===== config.mk =====
export PLATFORM = sky130hd
export DESIGN_NAME = spring_energy_gradient_unit_top_flat
export DESIGN_NICKNAME = d
export VERILOG_FILES = /design/src/segu_pkg.sv /design/src/segu_if.sv /design/src/segu_mul.sv /design/src/segu_dsu.sv /design/src/spring_energy_gradient_unit_top.sv /design/src/flat_wrapper.sv
export SDC_FILE = /design/constraint.sdc
export NUM_CORES = 2
export LEC_CHECK = 0
export BUFFER_PORTS_ARGS = -buffer_cell sky130_fd_sc_hd__buf_2
export CORE_MARGIN = 2
export CORE_UTILIZATION = 50
export CTS_BUF_LIST = sky130_fd_sc_hd__clkbuf_4 sky130_fd_sc_hd__clkbuf_8
export CTS_CLUSTER_DIAMETER = 200
export DETAILED_ROUTE_END_ITERATION = 8
export PLACE_DENSITY_LB_ADDON = 0.08
export SLEW_MARGIN = 5
export SYNTH_ARGS = -nofsm -noshare
export SYNTH_HDL_FRONTEND = slang
export SYNTH_SLANG_ARGS = --single-unit

===== constraint.sdc =====
create_clock -name clk -period 28.1 [get_ports clk]
set_input_delay 2.81 -clock clk [delete_from_list [all_inputs] [get_ports clk]]
set_output_delay 2.81 -clock clk [all_outputs]
set_load 0.01 [all_outputs]

===== src/segu_pkg.sv =====
// Shared types and constants for the spring energy gradient unit.
package segu_pkg;

    localparam int unsigned CoordW = 32;
    localparam int unsigned NodeW  = 16;
    localparam int unsigned EnW    = 63;
    localparam logic [EnW-1:0] Sat63 = {EnW{1'b1}};

    typedef struct packed {
        logic [NodeW-1:0]  node_a;
        logic [NodeW-1:0]  node_b;
        logic [CoordW-1:0] pos_a_x;
        logic [CoordW-1:0] pos_a_y;
        logic [CoordW-1:0] pos_a_z;
        logic [CoordW-1:0] pos_b_x;
        logic [CoordW-1:0] pos_b_y;
        logic [CoordW-1:0] pos_b_z;
        logic [CoordW-1:0] rest_len;
        logic              last_edge;
    } edge_in_t;

    typedef struct packed {
        logic [NodeW-1:0]  edge_a;
        logic [NodeW-1:0]  edge_b;
        logic [CoordW-1:0] grad_x;
        logic [CoordW-1:0] grad_y;
        logic [CoordW-1:0] grad_z;
        logic [EnW-1:0]    energy_term;
        logic [EnW-1:0]    energy_total;
        logic              zero_length;
        logic              last_out;
    } edge_out_t;

    // Request and response between sequencer and shared divide/sqrt unit.
    typedef struct packed {
        logic         start;
        logic         is_sqrt;
        logic [127:0] num;
        logic [63:0]  den;
    } dsu_req_t;

    typedef struct packed {
        logic         done;
        logic [127:0] result;
    } dsu_rsp_t;

endpackage


===== src/segu_if.sv =====
// Valid/ready channel interface carrying one payload beat.
interface segu_if #(
    parameter type payload_t = logic
);
    logic     valid;
    logic     ready;
    payload_t data;

    modport source (output valid, output data, input ready);
    modport sink   (input valid, input data, output ready);
endinterface


===== src/segu_mul.sv =====
// Bit-serial shift-add multiplier, one multiplier bit per cycle.
module segu_mul (
    input  logic         clk,
    input  logic         rst_n,
    input  logic         start,
    input  logic [127:0] a,
    input  logic [63:0]  b,
    output logic         done,
    output logic [127:0] prod
);
    logic [127:0] acc_reg, acc_next;
    logic [127:0] mcand_reg, mcand_next;
    logic [63:0]  mplier_reg, mplier_next;
    logic         busy_reg, busy_next;
    logic         done_reg, done_next;

    // Add the shifted multiplicand while multiplier bits remain.
    always_comb
    begin
        acc_next    = acc_reg;
        mcand_next  = mcand_reg;
        mplier_next = mplier_reg;
        busy_next   = busy_reg;
        done_next   = 1'b0;
        if (start)
        begin
            acc_next    = '0;
            mcand_next  = a;
            mplier_next = b;
            busy_next   = 1'b1;
        end
        else if (busy_reg)
        begin
            if (mplier_reg == '0)
            begin
                busy_next = 1'b0;
                done_next = 1'b1;
            end
            else
            begin
                if (mplier_reg[0])
                    acc_next = acc_reg + mcand_reg;
                mcand_next  = {mcand_reg[126:0], 1'b0};
                mplier_next = {1'b0, mplier_reg[63:1]};
            end
        end
    end

    always_ff @(posedge clk or negedge rst_n)
    begin
        if (!rst_n)
        begin
            busy_reg <= 1'b0;
            done_reg <= 1'b0;
        end
        else
        begin
            busy_reg <= busy_next;
            done_reg <= done_next;
        end
    end

    always_ff @(posedge clk)
    begin
        acc_reg    <= acc_next;
        mcand_reg  <= mcand_next;
        mplier_reg <= mplier_next;
    end

    assign done = done_reg;
    assign prod = acc_reg;
endmodule


===== src/segu_dsu.sv =====
// Shared restoring divide / square-root unit, one result bit per cycle.
module segu_dsu (
    input  logic                clk,
    input  logic                rst_n,
    input  segu_pkg::dsu_req_t  req,
    output segu_pkg::dsu_rsp_t  rsp
);
    import segu_pkg::*;

    logic [127:0] num_reg, num_next;
    logic [127:0] quo_reg, quo_next;
    logic [65:0]  rem_reg, rem_next;
    logic [63:0]  den_reg, den_next;
    logic [6:0]   cnt_reg, cnt_next;
    logic         sqrt_reg, sqrt_next;
    logic         busy_reg, busy_next;
    logic         done_reg, done_next;
    logic [65:0]  trial;
    logic [65:0]  cand;
    logic [65:0]  rsh;

    // Divide: shift one dividend bit into the remainder, subtract divisor.
    // Sqrt: shift two radicand bits, subtract 4*root+1.
    // Radicand is below 2^70, so 35 digit pairs give the full root.
    always_comb
    begin
        num_next  = num_reg;
        quo_next  = quo_reg;
        rem_next  = rem_reg;
        den_next  = den_reg;
        cnt_next  = cnt_reg;
        sqrt_next = sqrt_reg;
        busy_next = busy_reg;
        done_next = 1'b0;
        trial     = '0;
        cand      = '0;
        rsh       = '0;
        if (req.start)
        begin
            num_next  = req.num;
            den_next  = req.den;
            quo_next  = '0;
            rem_next  = '0;
            sqrt_next = req.is_sqrt;
            cnt_next  = req.is_sqrt ? 7'd34 : 7'd127;
            busy_next = 1'b1;
        end
        else if (busy_reg)
        begin
            if (sqrt_reg)
            begin
                rsh  = {rem_reg[63:0], num_reg[69:68]};
                cand = {quo_reg[63:0], 2'b01};
                num_next = {num_reg[125:0], 2'b00};
                if (rsh >= cand)
                begin
                    rem_next = rsh - cand;
                    quo_next = {quo_reg[126:0], 1'b1};
                end
                else
                begin
                    rem_next = rsh;
                    quo_next = {quo_reg[126:0], 1'b0};
                end
            end
            else
            begin
                trial    = {rem_reg[64:0], num_reg[127]};
                num_next = {num_reg[126:0], 1'b0};
                if (trial >= {2'b00, den_reg})
                begin
                    rem_next = trial - {2'b00, den_reg};
                    quo_next = {quo_reg[126:0], 1'b1};
                end
                else
                begin
                    rem_next = trial;
                    quo_next = {quo_reg[126:0], 1'b0};
                end
            end
            if (cnt_reg == '0)
            begin
                busy_next = 1'b0;
                done_next = 1'b1;
            end
            else
                cnt_next = cnt_reg - 7'd1;
        end
    end

    always_ff @(posedge clk or negedge rst_n)
    begin
        if (!rst_n)
        begin
            busy_reg <= 1'b0;
            done_reg <= 1'b0;
        end
        else
        begin
            busy_reg <= busy_next;
            done_reg <= done_next;
        end
    end

    always_ff @(posedge clk)
    begin
        num_reg  <= num_next;
        quo_reg  <= quo_next;
        rem_reg  <= rem_next;
        den_reg  <= den_next;
        cnt_reg  <= cnt_next;
        sqrt_reg <= sqrt_next;
    end

    assign rsp.done   = done_reg;
    assign rsp.result = quo_reg;
endmodule


===== src/spring_energy_gradient_unit_top.sv =====
// Spring energy gradient unit: edge sequencer, serial multiplier, divide/sqrt.
//
// Each edge is processed alone: the squared length is built by a bit-serial
// multiplier, its square root and the three gradient divisions share one
// restoring divide/sqrt unit that retires one bit per cycle (35 bits for
// the root, 128 per division). An edge is shortest at zero length and zero
// rest length, when no gradient division runs, and longest when all three
// gradient divisions run with full-width operands. One result beat per
// edge; the output register holds it until taken while no new edge is
// accepted. The energy total saturates at 2^63-1 and clears after an
// edge marked last.
module spring_energy_gradient_unit_top #(
    parameter int unsigned FRAC_BITS = 16
) (
    input  logic        clk,
    input  logic        rst_n,
    segu_if.sink        in_ch,
    segu_if.source      out_ch,
    input  logic        psel,
    input  logic        penable,
    input  logic        pwrite,
    input  logic [1:0]  paddr,
    input  logic [31:0] pwdata,
    output logic [31:0] prdata,
    output logic        pready
);
    import segu_pkg::*;

    typedef enum logic [3:0] {
        ST_IDLE, ST_SQ, ST_SQW, ST_SQRT, ST_DD, ST_KD,
        ST_GM, ST_GD, ST_EN, ST_OUT
    } state_t;

    localparam logic [1:0] RegStiff = 2'd0;

    state_t       state_reg, state_next;
    logic [31:0]  k_reg;
    logic [EnW-1:0] acc_reg, acc_next;
    edge_in_t     in_reg;
    edge_out_t    out_reg, out_next;
    logic         ovld_reg, ovld_next;
    logic [1:0]   ax_reg, ax_next;
    logic [127:0] sum_reg, sum_next;
    logic [63:0]  n_reg, n_next;
    logic [33:0]  dm_reg, dm_next;
    logic         dneg_reg, dneg_next;
    logic [127:0] kd_reg, kd_next;
    logic         t_reg, t_next;
    logic         mstart;
    logic [127:0] ma;
    logic [63:0]  mb;
    logic         mdone;
    logic [127:0] mprod;
    dsu_req_t     dreq;
    dsu_rsp_t     drsp;
    logic signed [32:0] ecomp;
    logic [32:0]  emag;
    logic [127:0] esh;
    logic [127:0] q;
    logic [31:0]  g;
    logic         gneg;
    logic [EnW:0] tot;
    logic [EnW-1:0] term;

    segu_mul u_mul (.clk(clk), .rst_n(rst_n), .start(mstart), .a(ma), .b(mb),
                    .done(mdone), .prod(mprod));
    segu_dsu u_dsu (.clk(clk), .rst_n(rst_n), .req(dreq), .rsp(drsp));

    // Config register
    assign pready = 1'b1;
    assign prdata = (paddr == RegStiff) ? k_reg : '0;
    always_ff @(posedge clk or negedge rst_n)
    begin
        if (!rst_n)
            k_reg <= 32'(1) << FRAC_BITS;
        else if (psel && penable && pwrite && paddr == RegStiff)
            k_reg <= pwdata;
    end

    // Component of e selected by axis counter.
    always_comb
    begin
        case (ax_reg)
            2'd0:    ecomp = 33'(signed'(in_reg.pos_b_x)) - 33'(signed'(in_reg.pos_a_x));
            2'd1:    ecomp = 33'(signed'(in_reg.pos_b_y)) - 33'(signed'(in_reg.pos_a_y));
            default: ecomp = 33'(signed'(in_reg.pos_b_z)) - 33'(signed'(in_reg.pos_a_z));
        endcase
        emag = ecomp[32] ? 33'(-ecomp) : 33'(ecomp);
    end

    assign in_ch.ready  = (state_reg == ST_IDLE) && !ovld_reg;
    assign out_ch.valid = ovld_reg;
    assign out_ch.data  = out_reg;

    // Edge sequencer
    always_comb
    begin
        state_next = state_reg;
        acc_next   = acc_reg;
        out_next   = out_reg;
        ovld_next  = ovld_reg;
        ax_next    = ax_reg;
        sum_next   = sum_reg;
        n_next     = n_reg;
        dm_next    = dm_reg;
        dneg_next  = dneg_reg;
        kd_next    = kd_reg;
        t_next     = t_reg;
        mstart     = 1'b0;
        ma         = '0;
        mb         = '0;
        dreq       = '0;
        esh        = '0;
        q          = drsp.result;
        g          = '0;
        gneg       = 1'b0;
        tot        = '0;
        term       = '0;
        if (ovld_reg && out_ch.ready)
            ovld_next = 1'b0;
        case (state_reg)
            ST_IDLE:
            begin
                if (in_ch.valid && !ovld_reg)
                begin
                    ax_next    = '0;
                    sum_next   = '0;
                    state_next = ST_SQ;
                end
            end
            ST_SQ:
            begin
                mstart     = 1'b1;
                ma         = 128'(emag);
                mb         = 64'(emag);
                state_next = ST_SQW;
            end
            ST_SQW:
            begin
                if (mdone)
                begin
                    sum_next = sum_reg + mprod;
                    if (ax_reg == 2'd2)
                    begin
                        dreq.start   = 1'b1;
                        dreq.is_sqrt = 1'b1;
                        dreq.num     = sum_reg + mprod;
                        state_next   = ST_SQRT;
                    end
                    else
                    begin
                        ax_next    = ax_reg + 2'd1;
                        state_next = ST_SQ;
                    end
                end
            end
            ST_SQRT:
            begin
                if (drsp.done)
                begin
                    n_next = drsp.result[63:0];
                    if (drsp.result[63:0] >= 64'(in_reg.rest_len))
                    begin
                        dm_next   = 34'(drsp.result[63:0] - 64'(in_reg.rest_len));
                        dneg_next = 1'b0;
                    end
                    else
                    begin
                        dm_next   = 34'(64'(in_reg.rest_len) - drsp.result[63:0]);
                        dneg_next = 1'b1;
                    end
                    state_next = ST_DD;
                end
            end
            ST_DD:
            begin
                if (!mstart && !mdone && t_reg == 1'b0)
                begin
                    mstart = 1'b1;
                    ma     = 128'(dm_reg);
                    mb     = 64'(dm_reg);
                    t_next = 1'b1;
                end
                else if (mdone)
                begin
                    mstart     = 1'b1;
                    ma         = mprod;
                    mb         = 64'(k_reg);
                    t_next     = 1'b0;
                    state_next = ST_EN;
                end
            end
            ST_EN:
            begin
                if (mdone)
                begin
                    esh  = mprod >> (FRAC_BITS + 1);
                    term = (esh[127:EnW] != '0) ? Sat63 : esh[EnW-1:0];
                    tot  = {1'b0, acc_reg} + {1'b0, term};
                    out_next.energy_term  = term;
                    out_next.energy_total = tot[EnW] ? Sat63 : tot[EnW-1:0];
                    acc_next = in_reg.last_edge ? '0 :
                               (tot[EnW] ? Sat63 : tot[EnW-1:0]);
                    out_next.edge_a      = in_reg.node_a;
                    out_next.edge_b      = in_reg.node_b;
                    out_next.zero_length = (n_reg == '0);
                    out_next.last_out    = in_reg.last_edge;
                    out_next.grad_x      = '0;
                    out_next.grad_y      = '0;
                    out_next.grad_z      = '0;
                    ax_next = '0;
                    mstart  = 1'b1;
                    ma      = 128'(k_reg);
                    mb      = 64'(dm_reg);
                    state_next = ST_KD;
                end
            end
            ST_KD:
            begin
                if (mdone)
                begin
                    kd_next    = mprod;
                    state_next = ST_GM;
                end
            end
            ST_GM:
            begin
                if (n_reg == '0 || dm_reg == '0 || emag == '0)
                begin
                    if (ax_reg == 2'd2)
                    begin
                        ovld_next  = 1'b1;
                        state_next = ST_IDLE;
                    end
                    else
                        ax_next = ax_reg + 2'd1;
                end
                else if (!mdone && t_reg == 1'b0)
                begin
                    mstart = 1'b1;
                    ma     = kd_reg;
                    mb     = 64'(emag);
                    t_next = 1'b1;
                end
                else if (mdone)
                begin
                    dreq.start = 1'b1;
                    dreq.num   = mprod;
                    dreq.den   = n_reg << FRAC_BITS;
                    t_next     = 1'b0;
                    state_next = ST_GD;
                end
            end
            ST_GD:
            begin
                if (drsp.done)
                begin
                    gneg = dneg_reg == ecomp[32];
                    if (gneg)
                        g = (q[127:31] != '0) ? 32'h8000_0000 : 32'(-q[31:0]);
                    else
                        g = (q[127:31] != '0) ? 32'h7FFF_FFFF : q[31:0];
                    case (ax_reg)
                        2'd0:    out_next.grad_x = g;
                        2'd1:    out_next.grad_y = g;
                        default: out_next.grad_z = g;
                    endcase
                    if (ax_reg == 2'd2)
                    begin
                        ovld_next  = 1'b1;
                        state_next = ST_IDLE;
                    end
                    else
                    begin
                        ax_next    = ax_reg + 2'd1;
                        state_next = ST_GM;
                    end
                end
            end
            default: state_next = ST_IDLE;
        endcase
    end

    always_ff @(posedge clk or negedge rst_n)
    begin
        if (!rst_n)
        begin
            state_reg <= ST_IDLE;
            acc_reg   <= '0;
            ovld_reg  <= 1'b0;
            t_reg     <= 1'b0;
        end
        else
        begin
            state_reg <= state_next;
            acc_reg   <= acc_next;
            ovld_reg  <= ovld_next;
            t_reg     <= t_next;
        end
    end

    always_ff @(posedge clk)
    begin
        if (in_ch.valid && in_ch.ready)
            in_reg <= in_ch.data;
        out_reg  <= out_next;
        ax_reg   <= ax_next;
        sum_reg  <= sum_next;
        n_reg    <= n_next;
        dm_reg   <= dm_next;
        dneg_reg <= dneg_next;
        kd_reg   <= kd_next;
    end
endmodule


===== src/flat_wrapper.sv =====
// flat-port wrapper written by rule: the top's interface ports become plain ports
module spring_energy_gradient_unit_top_flat import segu_pkg::*;
#(
    parameter int unsigned FRAC_BITS = 16
)
  (clk, rst_n, psel, penable, pwrite, paddr, pwdata, prdata, pready, in_ch_valid, in_ch_data, in_ch_ready, out_ch_valid, out_ch_data, out_ch_ready);
  segu_if #(.payload_t(edge_in_t)) in_ch_i ();
  segu_if #(.payload_t(edge_out_t)) out_ch_i ();
  input  logic clk;
  input  logic rst_n;
  input  logic psel;
  input  logic penable;
  input  logic pwrite;
  input  logic [1:0] paddr;
  input  logic [31:0] pwdata;
  output logic [31:0] prdata;
  output logic pready;
  input wire logic [$bits(in_ch_i.valid)-1:0] in_ch_valid;
  input wire logic [$bits(in_ch_i.data)-1:0] in_ch_data;
  output wire logic [$bits(in_ch_i.ready)-1:0] in_ch_ready;
  output wire logic [$bits(out_ch_i.valid)-1:0] out_ch_valid;
  output wire logic [$bits(out_ch_i.data)-1:0] out_ch_data;
  input wire logic [$bits(out_ch_i.ready)-1:0] out_ch_ready;
  assign in_ch_i.valid = in_ch_valid;
  assign in_ch_i.data = in_ch_data;
  assign in_ch_ready = in_ch_i.ready;
  assign out_ch_valid = out_ch_i.valid;
  assign out_ch_data = out_ch_i.data;
  assign out_ch_i.ready = out_ch_ready;
  spring_energy_gradient_unit_top #(.FRAC_BITS(FRAC_BITS)) u_core (.clk(clk), .rst_n(rst_n), .in_ch(in_ch_i), .out_ch(out_ch_i), .psel(psel), .penable(penable), .pwrite(pwrite), .paddr(paddr), .pwdata(pwdata), .prdata(prdata), .pready(pready));
endmodule

==> flow_summary_export.csv <==
group,metric,value,unit
grt,antenna_found_initial,26,
grt,grt_usage,29.51,%
synthesis,synth_top_family_by_area,"compound AO/OA/AOI/OAI gates",
finish,multiInputGateArea,49900,µm²
critical_path,cp.required,28770,ps
power,p_comb_share,44.5,%
sta,holdWs,394.7,ps
synthesis,synth_edf_count,1216,
grt,grt_pass1_wl,472200,µm
sta,period_share,35.44,%
sta,worstMarginPinSlew,1374,ps
clock_network,cts_resized,0,
clock_network,clock-sinks,1642,
finish,register_area,45580,µm²
clock_network,cts_buffer_depth,4,
hold_path,hp-class,"register to register",
floorplanning,io_pins,589,
synthesis,ys_seq_elements,1642,
placement,placed_area,104500,µm²
finish,fin_cells,13434,
hold_path,whs_path_depth,0,
sta,setup-tns-final,0,ps
routing,num_vias,81579,
grt,grt_pass1_vias,78559,
placement,dp_hpwl,225300,µm
power,power.share.switching,41.70,%
synthesis,yosysSeqAreaShare,45.84,%
routing,route.detailed.drc,0,
synthesis,synth_flop_cell,"edfxtp_1",
flow_run,cap_violations,0,
critical_path,worst-setup-path-type,"register to register",
routing,totalWireLength,309300,µm
synthesis,yosys.area_share.xor_xnor,4.749,%
critical_path,worstPathArrival,10630,ps
critical_path,end_kind,"register",
finish,utilization,56.12,%
power,p_per_area,96.20,nW/µm²
sta,setup_viol,0,
floorplanning,core,197400,µm²
sta,rsz0062_at_grt,"false",
placement,gp_congestion,0.9718,
critical_path,startpoint_type,"register",
finish,layout-drive-gt1-share,12.46,%
grt,grt_max_degree,207,
power,p_int,6213,µW
finish,mostFrequentLayoutCells,"edfxtp_1 (1,216), nor2_1 (960), a21oi_1 (888), nand2_1 (707), ha_1 (596)",
clock_network,htree_levels,5,
hold_path,min-delay-start,"u_core.in_reg[253]$_DFFE_PP_",
floorplanning,rows,163,
sta,maxSlewHeadroom,6.017,%
run_status,status,"finished clean",
routing,vias_per_cell,6.073,
power,p_leak,0.04575,µW
floorplanning,initial_utilization,50.35,%
critical_path,ff2ff_setup_slack,18140,ps
hold_path,hold_path_end,"u_core.out_ch.data[252]$_DFFE_PP_",
finish,layout_commonest_cell,"edfxtp_1",
finish,syn2layout_area_growth,11.45,%
routing,routedWlPerCell,23.02,µm
finish,largest_reg_flops,257,
synthesis,yosysWarnings,0,
grt,grt-ovfl-total,0,
power,power_frac_seq,32.8,%
clock_network,clock_latency,1060,ps
clock_network,numCtsBuffers,308,
sta,skew,94.19,ps
sta,period_needed,9958,ps
synthesis,synth-async-reset-ratio,6.395,%
synthesis,synth_area_per_cell,9.851,µm²
synthesis,synth.area.mux_share,3.435,%
power,peakVddDrop,0.06372,mV
finish,finalInstanceArea,110800,µm²
critical_path,r2r_start,"u_core.ax_reg[1]$_SDFFCE_PN0P_",
synthesis,yosys.area_share.adder,7.696,%
synthesis,synth_simple_gate_area_share,13.59,%
power,clkPwrFrac,22.7,%
routing,ant_nets,0,
finish,nFillCells,17684,
synthesis,synth_cells,10091,
floorplanning,die_h,449.9,µm
sta,slew_violations,0,
routing,first_iter_violations,7346,
floorplanning,die_w,449.9,µm
clock_network,post_cts_buffers,0,
routing,dr.pass1.iters,7,
placement,dp_cells,12879,
synthesis,synth.cell_area,99410,µm²
sta,hold_violations,0,
floorplanning,die_area,202400,µm²
synthesis,synth.distinct_cells,106,
critical_path,cp_max_fo,206,
clock_network,cts_tree,"done",
synthesis,syn-num-nets,10995,
clock_network,hold_buffers,0,
critical_path,ff2ff_path_depth,23,
clock_network,cts.clk_slew.worst_paths,70,ps
sta,fmax,100.4,MHz
placement,port_buffers,587,
critical_path,reg2reg_to,"u_core.u_dsu.den_reg[24]$_SDFFCE_PP0N_",
synthesis,synth_compound_area_share,20.49,%
finish,final_nets,11453,
clock_network,ctsRootBufferMaster,"clkbuf_8",
power,p_switching,4445,µW
## final cells by class
class | instances | area share [%]
Tap cell | 2640 | 2.981
Sequential cell | 1642 | 41.14
Antenna cell | 13 | 0.02936
Multi-Input combinational cell | 7375 | 45.04
Timing Repair Buffer | 675 | 3.284
Clock buffer | 439 | 4.895
Clock inverter | 103 | 0.7657
Inverter | 547 | 1.871
## cell families after synthesis
logic type	count (synthesis)
compound gates	3063
simple gates	2831
flops	1642
buf+inv	1074
fa+ha+maj	606
xor+xnor	539
mux	335
other cells	1
## cells in the mapped netlist (25+ instances only)
master	number	area, µm²
or3_1	32	200.2
dfrtp_1	104	2603
o21ai_0	473	2367
nand2b_1	162	1013
nor2b_1	86	538.0
o31ai_1	39	292.8
or2_2	25	156.4
dfxtp_1	321	6426
o21bai_1	112	840.8
a221o_1	79	790.8
a21o_1	395	2965
a21boi_0	41	307.8
a31oi_1	88	550.5
a221oi_1	28	245.2
inv_1	544	2042
a222oi_1	34	340.3
a211oi_1	60	450.4
a22oi_1	101	758.2
mux2i_1	286	2863
mux2_2	49	551.8
o211ai_1	133	998.5
and3_1	101	631.9
and2_1	143	894.6
o21ai_1	53	265.3
edfxtp_1	1216	36520
o221ai_1	117	1025
buf_1	34	127.6
xnor2_1	328	2873
nand2_1	711	2669
nand4_1	149	932.1
a22o_1	100	875.8
nor3_1	107	535.5
nor4_1	116	725.7
ha_1	597	7470
buf_2	39	195.2
clkbuf_1	442	1659
a211o_1	39	341.6
nand3_1	126	630.6
nor2_1	965	3622
o21a_1	77	578.1
a21oi_1	889	4449
xor2_1	211	1848
## metal layers
layer  wire (µm)  global-route usage [%]  up-vias
li1            -                       -    38463
met1      134300                   39.51    39459
met2      142000                   47.58     2996
met3       18450                   4.263      653
met4       14400                   12.93        8
met5          49                       0        -
## power groups by stage
stage | Clock [µW] | Combinational (µW) | Sequential, µW
finish | 2420 | 4740 | 3500
global route | 2570 | 5240 | 3530
CTS | 2470 | 4690 | 3490
detailed placement | 0 | 4660 | 3540
global placement | 0 | 4610 | 3530
floorplan | 0 | 3510 | 3330
## critical path, stage by stage (launching register included)
cell and delay, ps:
edfxtp_1 390, inv_1 100, ha_2 170, buf_4 500, inv_1 420, nand2_1 760, nor2_1 80, nor2_1 400
ha_1 300, and3_1 250, nand4_1 160, or3_1 520, nor4_1 480, nand3_1 280, nor4_2 450, a41oi_1 210
xnor2_1 440, and4b_1 270, o2111a_1 350, nor2_4 270, nor2_8 100, clkinv_8 600, buf_4 920, buf_4 860
## metrics by stage
stage,power (µW),setup WS (ps)
floorplan,6844,14400
global placement,8143,18420
detailed placement,8194,18140
CTS,10650,18090
global route,11330,17390
finish,10660,18140
## worst max-delay path by stage
stage                                   start                                endpoint  slack [ps]  cells past startpoint
2_1_floorplan     u_core.u_mul.done$_DFF_PN0_              u_core.kd_reg[0]$_DFFE_PP_       14400                      3
3_3_place_gp   u_core.ax_reg[1]$_SDFFCE_PN0P_  u_core.u_dsu.den_reg[17]$_SDFFCE_PP0N_       18420                     23
3_5_place_dp   u_core.ax_reg[1]$_SDFFCE_PN0P_  u_core.u_dsu.den_reg[17]$_SDFFCE_PP0N_       18140                     23
4_1_cts        u_core.ax_reg[1]$_SDFFCE_PN0P_  u_core.u_dsu.den_reg[35]$_SDFFCE_PP0N_       18090                     23
5_1_grt        u_core.ax_reg[1]$_SDFFCE_PN0P_  u_core.u_dsu.den_reg[33]$_SDFFCE_PP0N_       17390                     23
6_report       u_core.ax_reg[1]$_SDFFCE_PN0P_  u_core.u_dsu.den_reg[24]$_SDFFCE_PP0N_       18140                     23
No activity file was read; power rests on OpenSTA's default activity.
